==> src/hdl/qdbd_pkg.sv <==
// ----------------------------------------------------------------------------
// qdbd_pkg
// shared types, constants and helpers of the quadrature detent and
// button debounce unit
// ----------------------------------------------------------------------------
package qdbd_pkg;

   localparam int TIME_BITS = 32;
   localparam int NUM_BUTTONS = 4;

   typedef logic [TIME_BITS-1:0] time_type;

   // button positions inside button_levels / stable_levels
   localparam int BTN_A    = 0;
   localparam int BTN_B    = 1;
   localparam int BTN_UP   = 2;
   localparam int BTN_DOWN = 3;

   // event bit positions
   localparam int EV_A_PRESS    = 0;
   localparam int EV_A_RELEASE  = 1;
   localparam int EV_B_PRESS    = 2;
   localparam int EV_B_RELEASE  = 3;
   localparam int EV_UP_PRESS   = 4;
   localparam int EV_UP_RELEASE = 5;
   localparam int EV_UP_LONG    = 6;
   localparam int EV_DN_PRESS   = 7;
   localparam int EV_DN_RELEASE = 8;
   localparam int EV_DN_LONG    = 9;

   // configuration register indexes
   localparam logic [2:0] CSR_EDGES_PER_DETENT = 3'd0;
   localparam logic [2:0] CSR_INVERT_DIRECTION = 3'd1;
   localparam logic [2:0] CSR_BUTTON_ENABLE    = 3'd2;
   localparam logic [2:0] CSR_DEBOUNCE_TIME    = 3'd3;
   localparam logic [2:0] CSR_LONG_PRESS_TIME  = 3'd4;
   localparam logic [2:0] CSR_REPEAT_DELAY     = 3'd5;
   localparam logic [2:0] CSR_REPEAT_PERIOD    = 3'd6;

   // configuration reset values
   localparam logic [3:0]  RST_EDGES_PER_DETENT = 4'd4;
   localparam logic        RST_INVERT_DIRECTION = 1'b0;
   localparam logic [3:0]  RST_BUTTON_ENABLE    = 4'd3;
   localparam logic [15:0] RST_DEBOUNCE_TIME    = 16'd20;
   localparam logic [15:0] RST_LONG_PRESS_TIME  = 16'd600;
   localparam logic [15:0] RST_REPEAT_DELAY     = 16'd400;
   localparam logic [15:0] RST_REPEAT_PERIOD    = 16'd100;

   typedef struct packed {
      logic        line_a;
      logic        line_b;
      logic [3:0]  button_levels;
      logic [31:0] now_ms;
   } req_type;

   typedef struct packed {
      logic signed [1:0] encoder_detent;
      logic [1:0]        up_steps;
      logic [1:0]        down_steps;
      logic [9:0]        button_events;
      logic [3:0]        stable_levels;
   } rsp_type;

   // what one debounce lane reports for the current sample
   typedef struct packed {
      logic press;
      logic release_ev;
      logic level;
   } deb_result_type;

   // what one hold lane reports for the current sample
   typedef struct packed {
      logic [1:0] steps;
      logic       long_ev;
   } hold_result_type;

   // quadrature transition table, index {previous ab, current ab}
   function automatic logic signed [1:0] quad_step(input logic [3:0] idx);
      logic signed [1:0] s;
      unique case (idx)
         4'd1, 4'd7, 4'd8, 4'd14:  s = 2'sd1;
         4'd2, 4'd4, 4'd11, 4'd13: s = -2'sd1;
         default:                  s = 2'sd0;
      endcase
      return s;
   endfunction

   // wrapping elapsed time compared against a 16-bit limit
   function automatic logic time_reached(input time_type now, input time_type since,
                                         input logic [15:0] limit);
      time_type diff;
      diff = now - since;
      return diff >= TIME_BITS'(limit);
   endfunction

endpackage

==> src/hdl/quadrature_detent_and_button_debounce_unit.sv <==
// ----------------------------------------------------------------------------
// quadrature_detent_and_button_debounce_unit
// rotary encoder detent decoder plus debounce, long-press and auto-repeat
// for four active-low buttons, one result per sample tick
// ----------------------------------------------------------------------------
// Every accepted sample gives exactly one result in the cycle after it. A
// new sample is taken every cycle as long as the result register is empty
// or its contents are transferred in the same cycle, so the sustained rate
// is one sample per clock. The encoder lane, four debounce lanes and two
// hold lanes all work on the same sample in parallel and their findings
// are merged into the result register. Time comparisons use the sample's
// timestamp and wrap modulo 2^32. The user must write registers through
// the csr port only while the unit holds no pending sample; the unit
// itself does not enforce this. Index 0 edges per detent, 1 invert,
// 2 button enable, 3 debounce time, 4 long-press time, 5 repeat delay,
// 6 repeat period. There is no clearing pass after reset.
// ----------------------------------------------------------------------------
module quadrature_detent_and_button_debounce_unit (
   input  logic              clock,
   input  logic              reset,
   // sample channel
   input  logic              req_valid,
   output logic              req_ready,
   input  qdbd_pkg::req_type req_data,
   // result channel
   output logic              rsp_valid,
   input  logic              rsp_ready,
   output qdbd_pkg::rsp_type rsp_data,
   // register writes
   input  logic              csr_we,
   input  logic [2:0]        csr_index,
   input  logic [15:0]       csr_wdata
);
   import qdbd_pkg::*;

   // configuration registers
   logic [3:0]  epd_ff;
   logic        invert_ff;
   logic [3:0]  enable_ff;
   logic [15:0] debounce_ff;
   logic [15:0] long_ff;
   logic [15:0] rep_delay_ff;
   logic [15:0] rep_period_ff;

   // output stage
   logic    rsp_valid_ff;
   rsp_type rsp_ff, rsp_in;

   logic              take;
   time_type          now;
   logic signed [1:0] detent;
   deb_result_type    deb [NUM_BUTTONS];
   hold_result_type   hold_up, hold_dn;

   // a sample can move in whenever the result register frees up this cycle
   assign req_ready = !rsp_valid_ff || rsp_ready;
   assign take = req_valid && req_ready;
   assign now = TIME_BITS'(req_data.now_ms);
   assign rsp_valid = rsp_valid_ff;
   assign rsp_data = rsp_ff;

   // register file
   always_ff @(posedge clock) begin
      if (reset) begin
         epd_ff <= RST_EDGES_PER_DETENT;
         invert_ff <= RST_INVERT_DIRECTION;
         enable_ff <= RST_BUTTON_ENABLE;
         debounce_ff <= RST_DEBOUNCE_TIME;
         long_ff <= RST_LONG_PRESS_TIME;
         rep_delay_ff <= RST_REPEAT_DELAY;
         rep_period_ff <= RST_REPEAT_PERIOD;
      end else if (csr_we) begin
         unique case (csr_index)
            CSR_EDGES_PER_DETENT: epd_ff <= csr_wdata[3:0];
            CSR_INVERT_DIRECTION: invert_ff <= csr_wdata[0];
            CSR_BUTTON_ENABLE:    enable_ff <= csr_wdata[3:0];
            CSR_DEBOUNCE_TIME:    debounce_ff <= csr_wdata;
            CSR_LONG_PRESS_TIME:  long_ff <= csr_wdata;
            CSR_REPEAT_DELAY:     rep_delay_ff <= csr_wdata;
            CSR_REPEAT_PERIOD:    rep_period_ff <= csr_wdata;
            default: begin
               // unused index, write dropped
            end
         endcase
      end
   end

   // encoder lane
   qdbd_quad u_quad (
      .clock            (clock),
      .reset            (reset),
      .take             (take),
      .line_a           (req_data.line_a),
      .line_b           (req_data.line_b),
      .edges_per_detent (epd_ff),
      .invert_direction (invert_ff),
      .detent           (detent)
   );

   // one debounce lane per button
   for (genvar i = 0; i < NUM_BUTTONS; i++) begin : g_deb
      qdbd_debounce u_deb (
         .clock         (clock),
         .reset         (reset),
         .take          (take),
         .enable        (enable_ff[i]),
         .raw           (req_data.button_levels[i]),
         .now           (now),
         .debounce_time (debounce_ff),
         .result        (deb[i])
      );
   end

   // hold lanes for up and down
   qdbd_hold u_hold_up (
      .clock           (clock),
      .reset           (reset),
      .take            (take),
      .enable          (enable_ff[BTN_UP]),
      .deb             (deb[BTN_UP]),
      .now             (now),
      .long_press_time (long_ff),
      .repeat_delay    (rep_delay_ff),
      .repeat_period   (rep_period_ff),
      .result          (hold_up)
   );

   qdbd_hold u_hold_dn (
      .clock           (clock),
      .reset           (reset),
      .take            (take),
      .enable          (enable_ff[BTN_DOWN]),
      .deb             (deb[BTN_DOWN]),
      .now             (now),
      .long_press_time (long_ff),
      .repeat_delay    (rep_delay_ff),
      .repeat_period   (rep_period_ff),
      .result          (hold_dn)
   );

   // merge what the lanes found into one result
   always_comb begin
      rsp_in = '0;
      rsp_in.encoder_detent = detent;
      rsp_in.up_steps = hold_up.steps;
      rsp_in.down_steps = hold_dn.steps;
      rsp_in.button_events[EV_A_PRESS] = deb[BTN_A].press;
      rsp_in.button_events[EV_A_RELEASE] = deb[BTN_A].release_ev;
      rsp_in.button_events[EV_B_PRESS] = deb[BTN_B].press;
      rsp_in.button_events[EV_B_RELEASE] = deb[BTN_B].release_ev;
      rsp_in.button_events[EV_UP_PRESS] = deb[BTN_UP].press;
      rsp_in.button_events[EV_UP_RELEASE] = deb[BTN_UP].release_ev;
      rsp_in.button_events[EV_UP_LONG] = hold_up.long_ev;
      rsp_in.button_events[EV_DN_PRESS] = deb[BTN_DOWN].press;
      rsp_in.button_events[EV_DN_RELEASE] = deb[BTN_DOWN].release_ev;
      rsp_in.button_events[EV_DN_LONG] = hold_dn.long_ev;
      for (int i = 0; i < NUM_BUTTONS; i++) begin
         rsp_in.stable_levels[i] = deb[i].level;
      end
   end

   // result register
   always_ff @(posedge clock) begin
      if (reset) begin
         rsp_valid_ff <= 1'b0;
      end else if (take) begin
         rsp_valid_ff <= 1'b1;
      end else if (rsp_ready) begin
         rsp_valid_ff <= 1'b0;
      end
   end

   always_ff @(posedge clock) begin
      if (take) begin
         rsp_ff <= rsp_in;
      end
   end

   // every accepted sample shows up as a result on the next cycle
   a_result_follows : assert property (@(posedge clock) disable iff (reset)
      take |=> rsp_valid_ff)
      else $error("accepted sample produced no result");

   // a waiting result is never overwritten
   a_no_overwrite : assert property (@(posedge clock) disable iff (reset)
      rsp_valid_ff && !rsp_ready |-> !take)
      else $error("result overwritten while stalled");

   // detent is only -1, 0 or +1
   a_detent_range : assert property (@(posedge clock) disable iff (reset)
      rsp_valid_ff |-> rsp_ff.encoder_detent != 2'b10)
      else $error("detent out of range");

   // a long press is only reported while the button is held down
   a_long_held : assert property (@(posedge clock) disable iff (reset)
      rsp_valid_ff && rsp_ff.button_events[EV_UP_LONG] |-> !rsp_ff.stable_levels[BTN_UP])
      else $error("long press on released up button");

endmodule

==> src/hdl/qdbd_quad.sv <==
// ----------------------------------------------------------------------------
// qdbd_quad
// quadrature decoder lane with edge accumulation and detent output
// ----------------------------------------------------------------------------
module qdbd_quad (
   input  logic              clock,
   input  logic              reset,
   input  logic              take,
   input  logic              line_a,
   input  logic              line_b,
   input  logic [3:0]        edges_per_detent,
   input  logic              invert_direction,
   output logic signed [1:0] detent
);
   import qdbd_pkg::*;

   logic [1:0]        last_ab_ff, last_ab_in;
   logic signed [4:0] acc_ff, acc_in;
   logic signed [1:0] step;
   logic signed [5:0] sum;
   logic signed [5:0] e;
   logic [1:0]        curr;

   assign curr = {line_a, line_b};

   always_comb begin
      step = quad_step({last_ab_ff, curr});
      if (invert_direction) begin
         step = -step;
      end
      e = (edges_per_detent == 4'd0) ? 6'sd1 : $signed({2'b00, edges_per_detent});
      sum = 6'(acc_ff) + 6'(step);
      last_ab_in = last_ab_ff;
      acc_in = acc_ff;
      detent = 2'sd0;
      if (step != 2'sd0) begin
         last_ab_in = curr;
         priority if (sum >= e) begin
            acc_in = 5'(sum - e);
            detent = 2'sd1;
         end else if (sum <= -e) begin
            acc_in = 5'(sum + e);
            detent = -2'sd1;
         end else begin
            acc_in = 5'(sum);
         end
      end
   end

   always_ff @(posedge clock) begin
      if (reset) begin
         last_ab_ff <= 2'b11;
         acc_ff <= 5'sd0;
      end else if (take) begin
         last_ab_ff <= last_ab_in;
         acc_ff <= acc_in;
      end
   end

endmodule

==> src/hdl/qdbd_debounce.sv <==
// ----------------------------------------------------------------------------
// qdbd_debounce
// time-based debounce lane for one active-low button
// ----------------------------------------------------------------------------
module qdbd_debounce (
   input  logic                      clock,
   input  logic                      reset,
   input  logic                      take,
   input  logic                      enable,
   input  logic                      raw,
   input  qdbd_pkg::time_type        now,
   input  logic [15:0]               debounce_time,
   output qdbd_pkg::deb_result_type  result
);
   import qdbd_pkg::*;

   logic     raw_prev_ff;
   logic     level_ff;
   time_type changed_ff;
   logic     raw_changed;
   logic     commit;

   always_comb begin
      raw_changed = raw != raw_prev_ff;
      commit = enable && !raw_changed && (raw != level_ff) &&
               time_reached(now, changed_ff, debounce_time);
      result.press = commit && !raw;
      result.release_ev = commit && raw;
      result.level = commit ? raw : level_ff;
   end

   always_ff @(posedge clock) begin
      if (reset) begin
         raw_prev_ff <= 1'b1;
         level_ff <= 1'b1;
         changed_ff <= '0;
      end else if (take && enable) begin
         if (raw_changed) begin
            raw_prev_ff <= raw;
            changed_ff <= now;
         end else if (commit) begin
            level_ff <= raw;
         end
      end
   end

endmodule

==> src/hdl/qdbd_hold.sv <==
// ----------------------------------------------------------------------------
// qdbd_hold
// tap, long-press and auto-repeat lane behind a debounced button
// ----------------------------------------------------------------------------
module qdbd_hold (
   input  logic                      clock,
   input  logic                      reset,
   input  logic                      take,
   input  logic                      enable,
   input  qdbd_pkg::deb_result_type  deb,
   input  qdbd_pkg::time_type        now,
   input  logic [15:0]               long_press_time,
   input  logic [15:0]               repeat_delay,
   input  logic [15:0]               repeat_period,
   output qdbd_pkg::hold_result_type result
);
   import qdbd_pkg::*;

   time_type pressed_ff;
   time_type last_rep_ff;
   logic     long_ff;
   time_type pt;
   time_type lr;
   logic     lf;
   logic     held;
   logic     rep;

   always_comb begin
      // a fresh press restarts both timers this very tick
      pt = deb.press ? now : pressed_ff;
      lr = deb.press ? now : last_rep_ff;
      lf = (deb.press || deb.release_ev) ? 1'b0 : long_ff;
      held = enable && !deb.level;
      result.long_ev = held && !lf && time_reached(now, pt, long_press_time);
      rep = held && time_reached(now, pt, repeat_delay) &&
            time_reached(now, lr, repeat_period);
      result.steps = {1'b0, deb.press} + {1'b0, rep};
   end

   always_ff @(posedge clock) begin
      if (reset) begin
         pressed_ff <= '0;
         last_rep_ff <= '0;
         long_ff <= 1'b0;
      end else if (take && enable) begin
         pressed_ff <= pt;
         last_rep_ff <= rep ? now : lr;
         long_ff <= lf || result.long_ev;
      end
   end

endmodule
==> config.mk <==
export PLATFORM = sky130hd
export DESIGN_NAME = quadrature_detent_and_button_debounce_unit
export DESIGN_NICKNAME = d
export VERILOG_FILES = /design/src/hdl/qdbd_pkg.sv /design/src/hdl/quadrature_detent_and_button_debounce_unit.sv /design/src/hdl/qdbd_quad.sv /design/src/hdl/qdbd_debounce.sv /design/src/hdl/qdbd_hold.sv
export SDC_FILE = /design/constraint.sdc
export NUM_CORES = 2
export LEC_CHECK = 0
export BUFFER_PORTS_ARGS = -buffer_cell sky130_fd_sc_hd__buf_2
export CAP_MARGIN = 20
export CORE_UTILIZATION = 52
export CTS_CLUSTER_SIZE = 30
export DETAILED_ROUTE_END_ITERATION = 12
export PLACE_DENSITY = 0.75
export SLEW_MARGIN = 20
export SYNTH_ARGS = -nofsm -noshare
export SYNTH_HDL_FRONTEND = slang
export SYNTH_SLANG_ARGS = --single-unit
==> constraint.sdc <==
create_clock -name clock -period 13.23 [get_ports clock]
set_input_delay 0.6615 -clock clock [delete_from_list [all_inputs] [get_ports clock]]
set_output_delay 0.6615 -clock clock [all_outputs]
set_load 0.01 [all_outputs]
==> PnR_summary.wiki <==
{| class="wikitable"
! Metric !! Value
|-
| Startpoint of the worst setup timing path || req_data[1]
|-
| DP Wirelength || 74800 um
|-
| RR Startpoint || g_deb[3].u_deb.changed_ff[1]
|-
| Pleak || 0.0146 uW
|-
| Proportion of layout cells with a drive suffix above 1 || 0.0629
|-
| CTS tree || built
|-
| Routed via count || 31500
|-
| RSZ-0062 raised after global routing || false
|-
| Outcome || finished, final reports clean
|-
| Max frequency || 0.0879 GHz
|-
| CTS HTree Levels || 2
|-
| Synthesized-area fraction occupied by and/or/nand/nor cells || 0.203
|-
| I/O pin cnt || 84
|-
| Required time at the worst-slack endpoint || 13.72 ns
|-
| Worst rel slew slack || 0.333
|-
| Number of maximum-capacitance violations || 0
|-
| TritonRoute pass-1 iters || 7
|-
| Worst Path Class, Setup || primary input to flop
|-
| Wire length after detailed routing || 100000 um
|-
| Sum of overflow across all layers after global routing || 0
|-
| Stage delay of the slowest cell on the critical path || 0.55 ns
|-
| Initial antenna violation count || 0
|-
| Asr flop ratio synth || 0
|-
| Top flip-flop cell by instance count after synthesis || sky130_fd_sc_hd__dfxtp_1
|-
| Maximum fanout encountered on the critical timing path || 29
|-
| Post CTS Setup Buffer Count || 0
|-
| Mapped Nets || 4859
|-
| Arrival time reported for the critical path endpoint || 11.87 ns
|-
| Die Span X || 254 um
|-
| Vertical die dimension || 254 um
|-
| Capturing element type of the critical path || flop
|-
| Startpoint of the most critical hold path || req_valid
|-
| Clock-pin slew on the worst setup and hold paths || 0.06 ns
|-
| # resized after CTS || 0
|-
| Number of enable flip-flop cells after synthesis || 20
|-
| Worst-case vdd ir drop || 100 uV
|-
| Number of input and output port buffers inserted || 83
|-
| Mean cell area of the mapped netlist || 7.60 um2
|-
| Cell with the most instances after synthesis || sky130_fd_sc_hd__nand2_1
|-
| Final setup viols || 0
|-
| Synthesized instance count || 4359
|-
| Total negative setup slack || 0 ns
|-
| Number of buffers added to fix hold violations after cts || 0
|-
| Final estimated routing congestion in global placement || 1.03
|-
| Largest area contributor in the synthesized netlist || sky130_fd_sc_hd__dfxtp_1
|-
| Area of the core || 63000 um2
|-
| Total clock sinks || 367
|-
| Max-slew violation count || 0
|-
| 1st-iter DRT viols || 2392
|-
| Row cnt || 92
|-
| Clk buf depth || 3
|-
| Cts bufs inserted || 44
|-
| Layout Area Growth over Synthesis || 7.46%
|-
| Post-route DRC || 0
|-
| Largest family of logic cells by synthesized area || compound AO/OA/AOI/OAI gates
|-
| Class of the worst hold path || primary input to flop
|-
| # nets final || 4824
|-
| Clk root buf || sky130_fd_sc_hd__clkbuf_16
|-
| Share of cell area taken by muxes after synthesis || 0.0623
|-
| DRT antenna net count || 0
|-
| Global-route usage over all layers || 0.305
|-
| Count of endpoints failing hold in the final timing report || 0
|-
| Part of the Yosys area used for sequential elements || 0.228
|-
| Worst skew pair latency || 0.60 ns
|-
| Initial standard-cell utilization of the core || 0.526
|-
| Top cells by area, synth || sky130_fd_sc_hd__dfxtp_1 21%, sky130_fd_sc_hd__ha_1 16%, sky130_fd_sc_hd__nand2_1 8.0%, sky130_fd_sc_hd__a21oi_1 6.7%, sky130_fd_sc_hd__mux2i_1 5.9%
|-
| Avg WL per Cell || 19.3 um
|-
| Kind of start point of the critical path || primary input
|-
| Wire length of the first global-routing pass || 157000 um
|-
| Synth Area in Compound Gates || 0.237
|-
| Vias per cell || 6.05
|-
| Post-route clock period utilization || 0.860
|-
| Largest net degree at the start of global routing || 99
|-
| Worst-case clock skew || 0.0344 ns
|-
| Via count of the first global-routing pass || 29200
|-
| Netlist Area Pre-Place || 33100 um2
|-
| #FFs+latches synth || 367
|-
| Die area || 64700 um2
|-
| Unique cell type count in the Yosys netlist || 98
|-
| Final min period || 11.38 ns
|-
| Top cell types by occurrence after synthesis || 702 x sky130_fd_sc_hd__nand2_1, 440 x sky130_fd_sc_hd__a21oi_1, 427 x sky130_fd_sc_hd__ha_1
|-
| Max stage delay cell, worst path || sky130_fd_sc_hd__nor4bb_1
|-
| Synth Area in Adders || 0.169
|-
| Pwr/cell area || 98.5 nW/um2
|-
| Share of the synthesized netlist area taken by xor and xnor gates || 0.0421
|-
| Worst Max-Slew Pin Slew || 1.00 ns
|-
| Yosys top cell area share || 0.210
|-
| Final Power || 3500 uW
|-
| Number of warnings printed during yosys synthesis || 0
|}
[cells by family (layout without fill, tap and decap cells)]
kind of cell / count (synthesis) / after routing
flip-flops: 367 / 367
XOR/XNOR: 159 / 159
adder cells (fa/ha/maj): 440 / 440
buffers and inverters: 501 / 498
AO/OA/AOI/OAI: 1219 / 1219
other: 1 / 2
multiplexers: 204 / 204
AND/OR/NAND/NOR: 1468 / 1468
[final cells by class]
cell class	instances	area, um2
Antenna cell	1	2.50
Clock buffer	60	1260
Clock inverter	18	178
Fill cell	5849	27400
Inverter	292	1100
Multi-Input combinational cell	3491	23700
Sequential cell	367	7550
Tap cell	846	1060
Timing Repair Buffer	128	762
[per-layer routing]
metal | track usage | wire length (um) | vias to the layer above
met3 | 0.0309 | 6910 | 223
met1 | 0.400 | 43900 | 14700
met2 | 0.504 | 44800 | 1108
li1 | - | - | 15500
met4 | 0.139 | 4680 | 0
met5 | 0 | 0 | -
[stage by stage]
step | setup slack, ns | cells | instance area (um2) | hold WS, ns | utilization
after floorplan | 3.44 | 4359 | 33100 | 0.432 | -
after global placement | 1.76 | 5124 | 34100 | 0.442 | 0.542
after detailed placement | 1.42 | 5124 | 34100 | 0.446 | 0.542
after CTS | 1.97 | 5202 | 35600 | 0.318 | 0.565
after global routing | 0.685 | 5202 | 35600 | 0.358 | 0.565
final | 1.85 | 5203 | 35600 | 0.347 | 0.565
[state kept, by name (all words and copies together), names as in the netlist, 2 cells and up]
| signal | flops |
|---|---|
| u_hold_dn.last_rep_ff | 32 |
| enable_ff | 4 |
| debounce_ff | 16 |
| g_deb.u_deb.level_ff | 4 |
| rsp_data | 20 |
| u_quad.last_ab_ff | 2 |
| u_hold_up.pressed_ff | 32 |
| u_quad.acc_ff | 5 |
| epd_ff | 4 |
| rep_delay_ff | 16 |
| g_deb.u_deb.raw_prev_ff | 4 |
| u_hold_dn.pressed_ff | 32 |
| long_ff | 16 |
| rep_period_ff | 16 |
| u_hold_up.last_rep_ff | 32 |
| g_deb.u_deb.changed_ff | 128 |
[where the power goes]
group | total, uW | switching [uW] | internal, uW
sequential | 1170 | 18.2 | 1150
combinational | 1100 | 671 | 429
clock | 1230 | 522 | 712
total | 3500 | 1210 | 2290
[layout by cell type, fill, tap and decap left out, types with 22 or more instances in the layout]
cell and count:
sky130_fd_sc_hd__nand3_1 67, sky130_fd_sc_hd__a21oi_1 440, sky130_fd_sc_hd__o31ai_1 23, sky130_fd_sc_hd__xnor2_1 97
sky130_fd_sc_hd__and2_1 22, sky130_fd_sc_hd__or3_1 26, sky130_fd_sc_hd__clkbuf_16 45, sky130_fd_sc_hd__nor2b_1 59
sky130_fd_sc_hd__nand2b_1 69, sky130_fd_sc_hd__nand2_1 700, sky130_fd_sc_hd__mux2i_1 196, sky130_fd_sc_hd__xor2_1 62
sky130_fd_sc_hd__o21a_1 34, sky130_fd_sc_hd__nor2_1 266, sky130_fd_sc_hd__buf_4 45, sky130_fd_sc_hd__a21o_1 170
sky130_fd_sc_hd__nor3_1 64, sky130_fd_sc_hd__a211oi_1 83, sky130_fd_sc_hd__dfxtp_1 347, sky130_fd_sc_hd__a31oi_1 34
sky130_fd_sc_hd__o211ai_1 54, sky130_fd_sc_hd__and3_1 33, sky130_fd_sc_hd__nand4_1 45, sky130_fd_sc_hd__inv_1 290
sky130_fd_sc_hd__o21bai_1 22, sky130_fd_sc_hd__ha_1 427, sky130_fd_sc_hd__o21ai_0 177, sky130_fd_sc_hd__buf_2 82
[worst paths after layout]
kind         slack, ns                            end  depth (start not counted)
max               1.85      u_hold_dn.last_rep_ff[18]                         45
min               0.35                      rsp_valid                          3
max reg2reg       2.19      u_hold_dn.last_rep_ff[18]                         46
min reg2reg       0.45  g_deb[2].u_deb.changed_ff[26]                          2
[worst max-delay path, delay by kind of cell]
| kind | cells | cell delay [ns] |
|---|---|---|
| adders and majority gates | 4 | 1.35 |
| and+or+nand+nor | 12 | 3.09 |
| buffers and inverters | 4 | 1.70 |
| muxes | 2 | 0.50 |
| AOI/OAI and AO/OA | 21 | 4.20 |
| xor gates and xnor gates | 2 | 0.29 |
No activity file was read; power rests on OpenSTA's default activity.
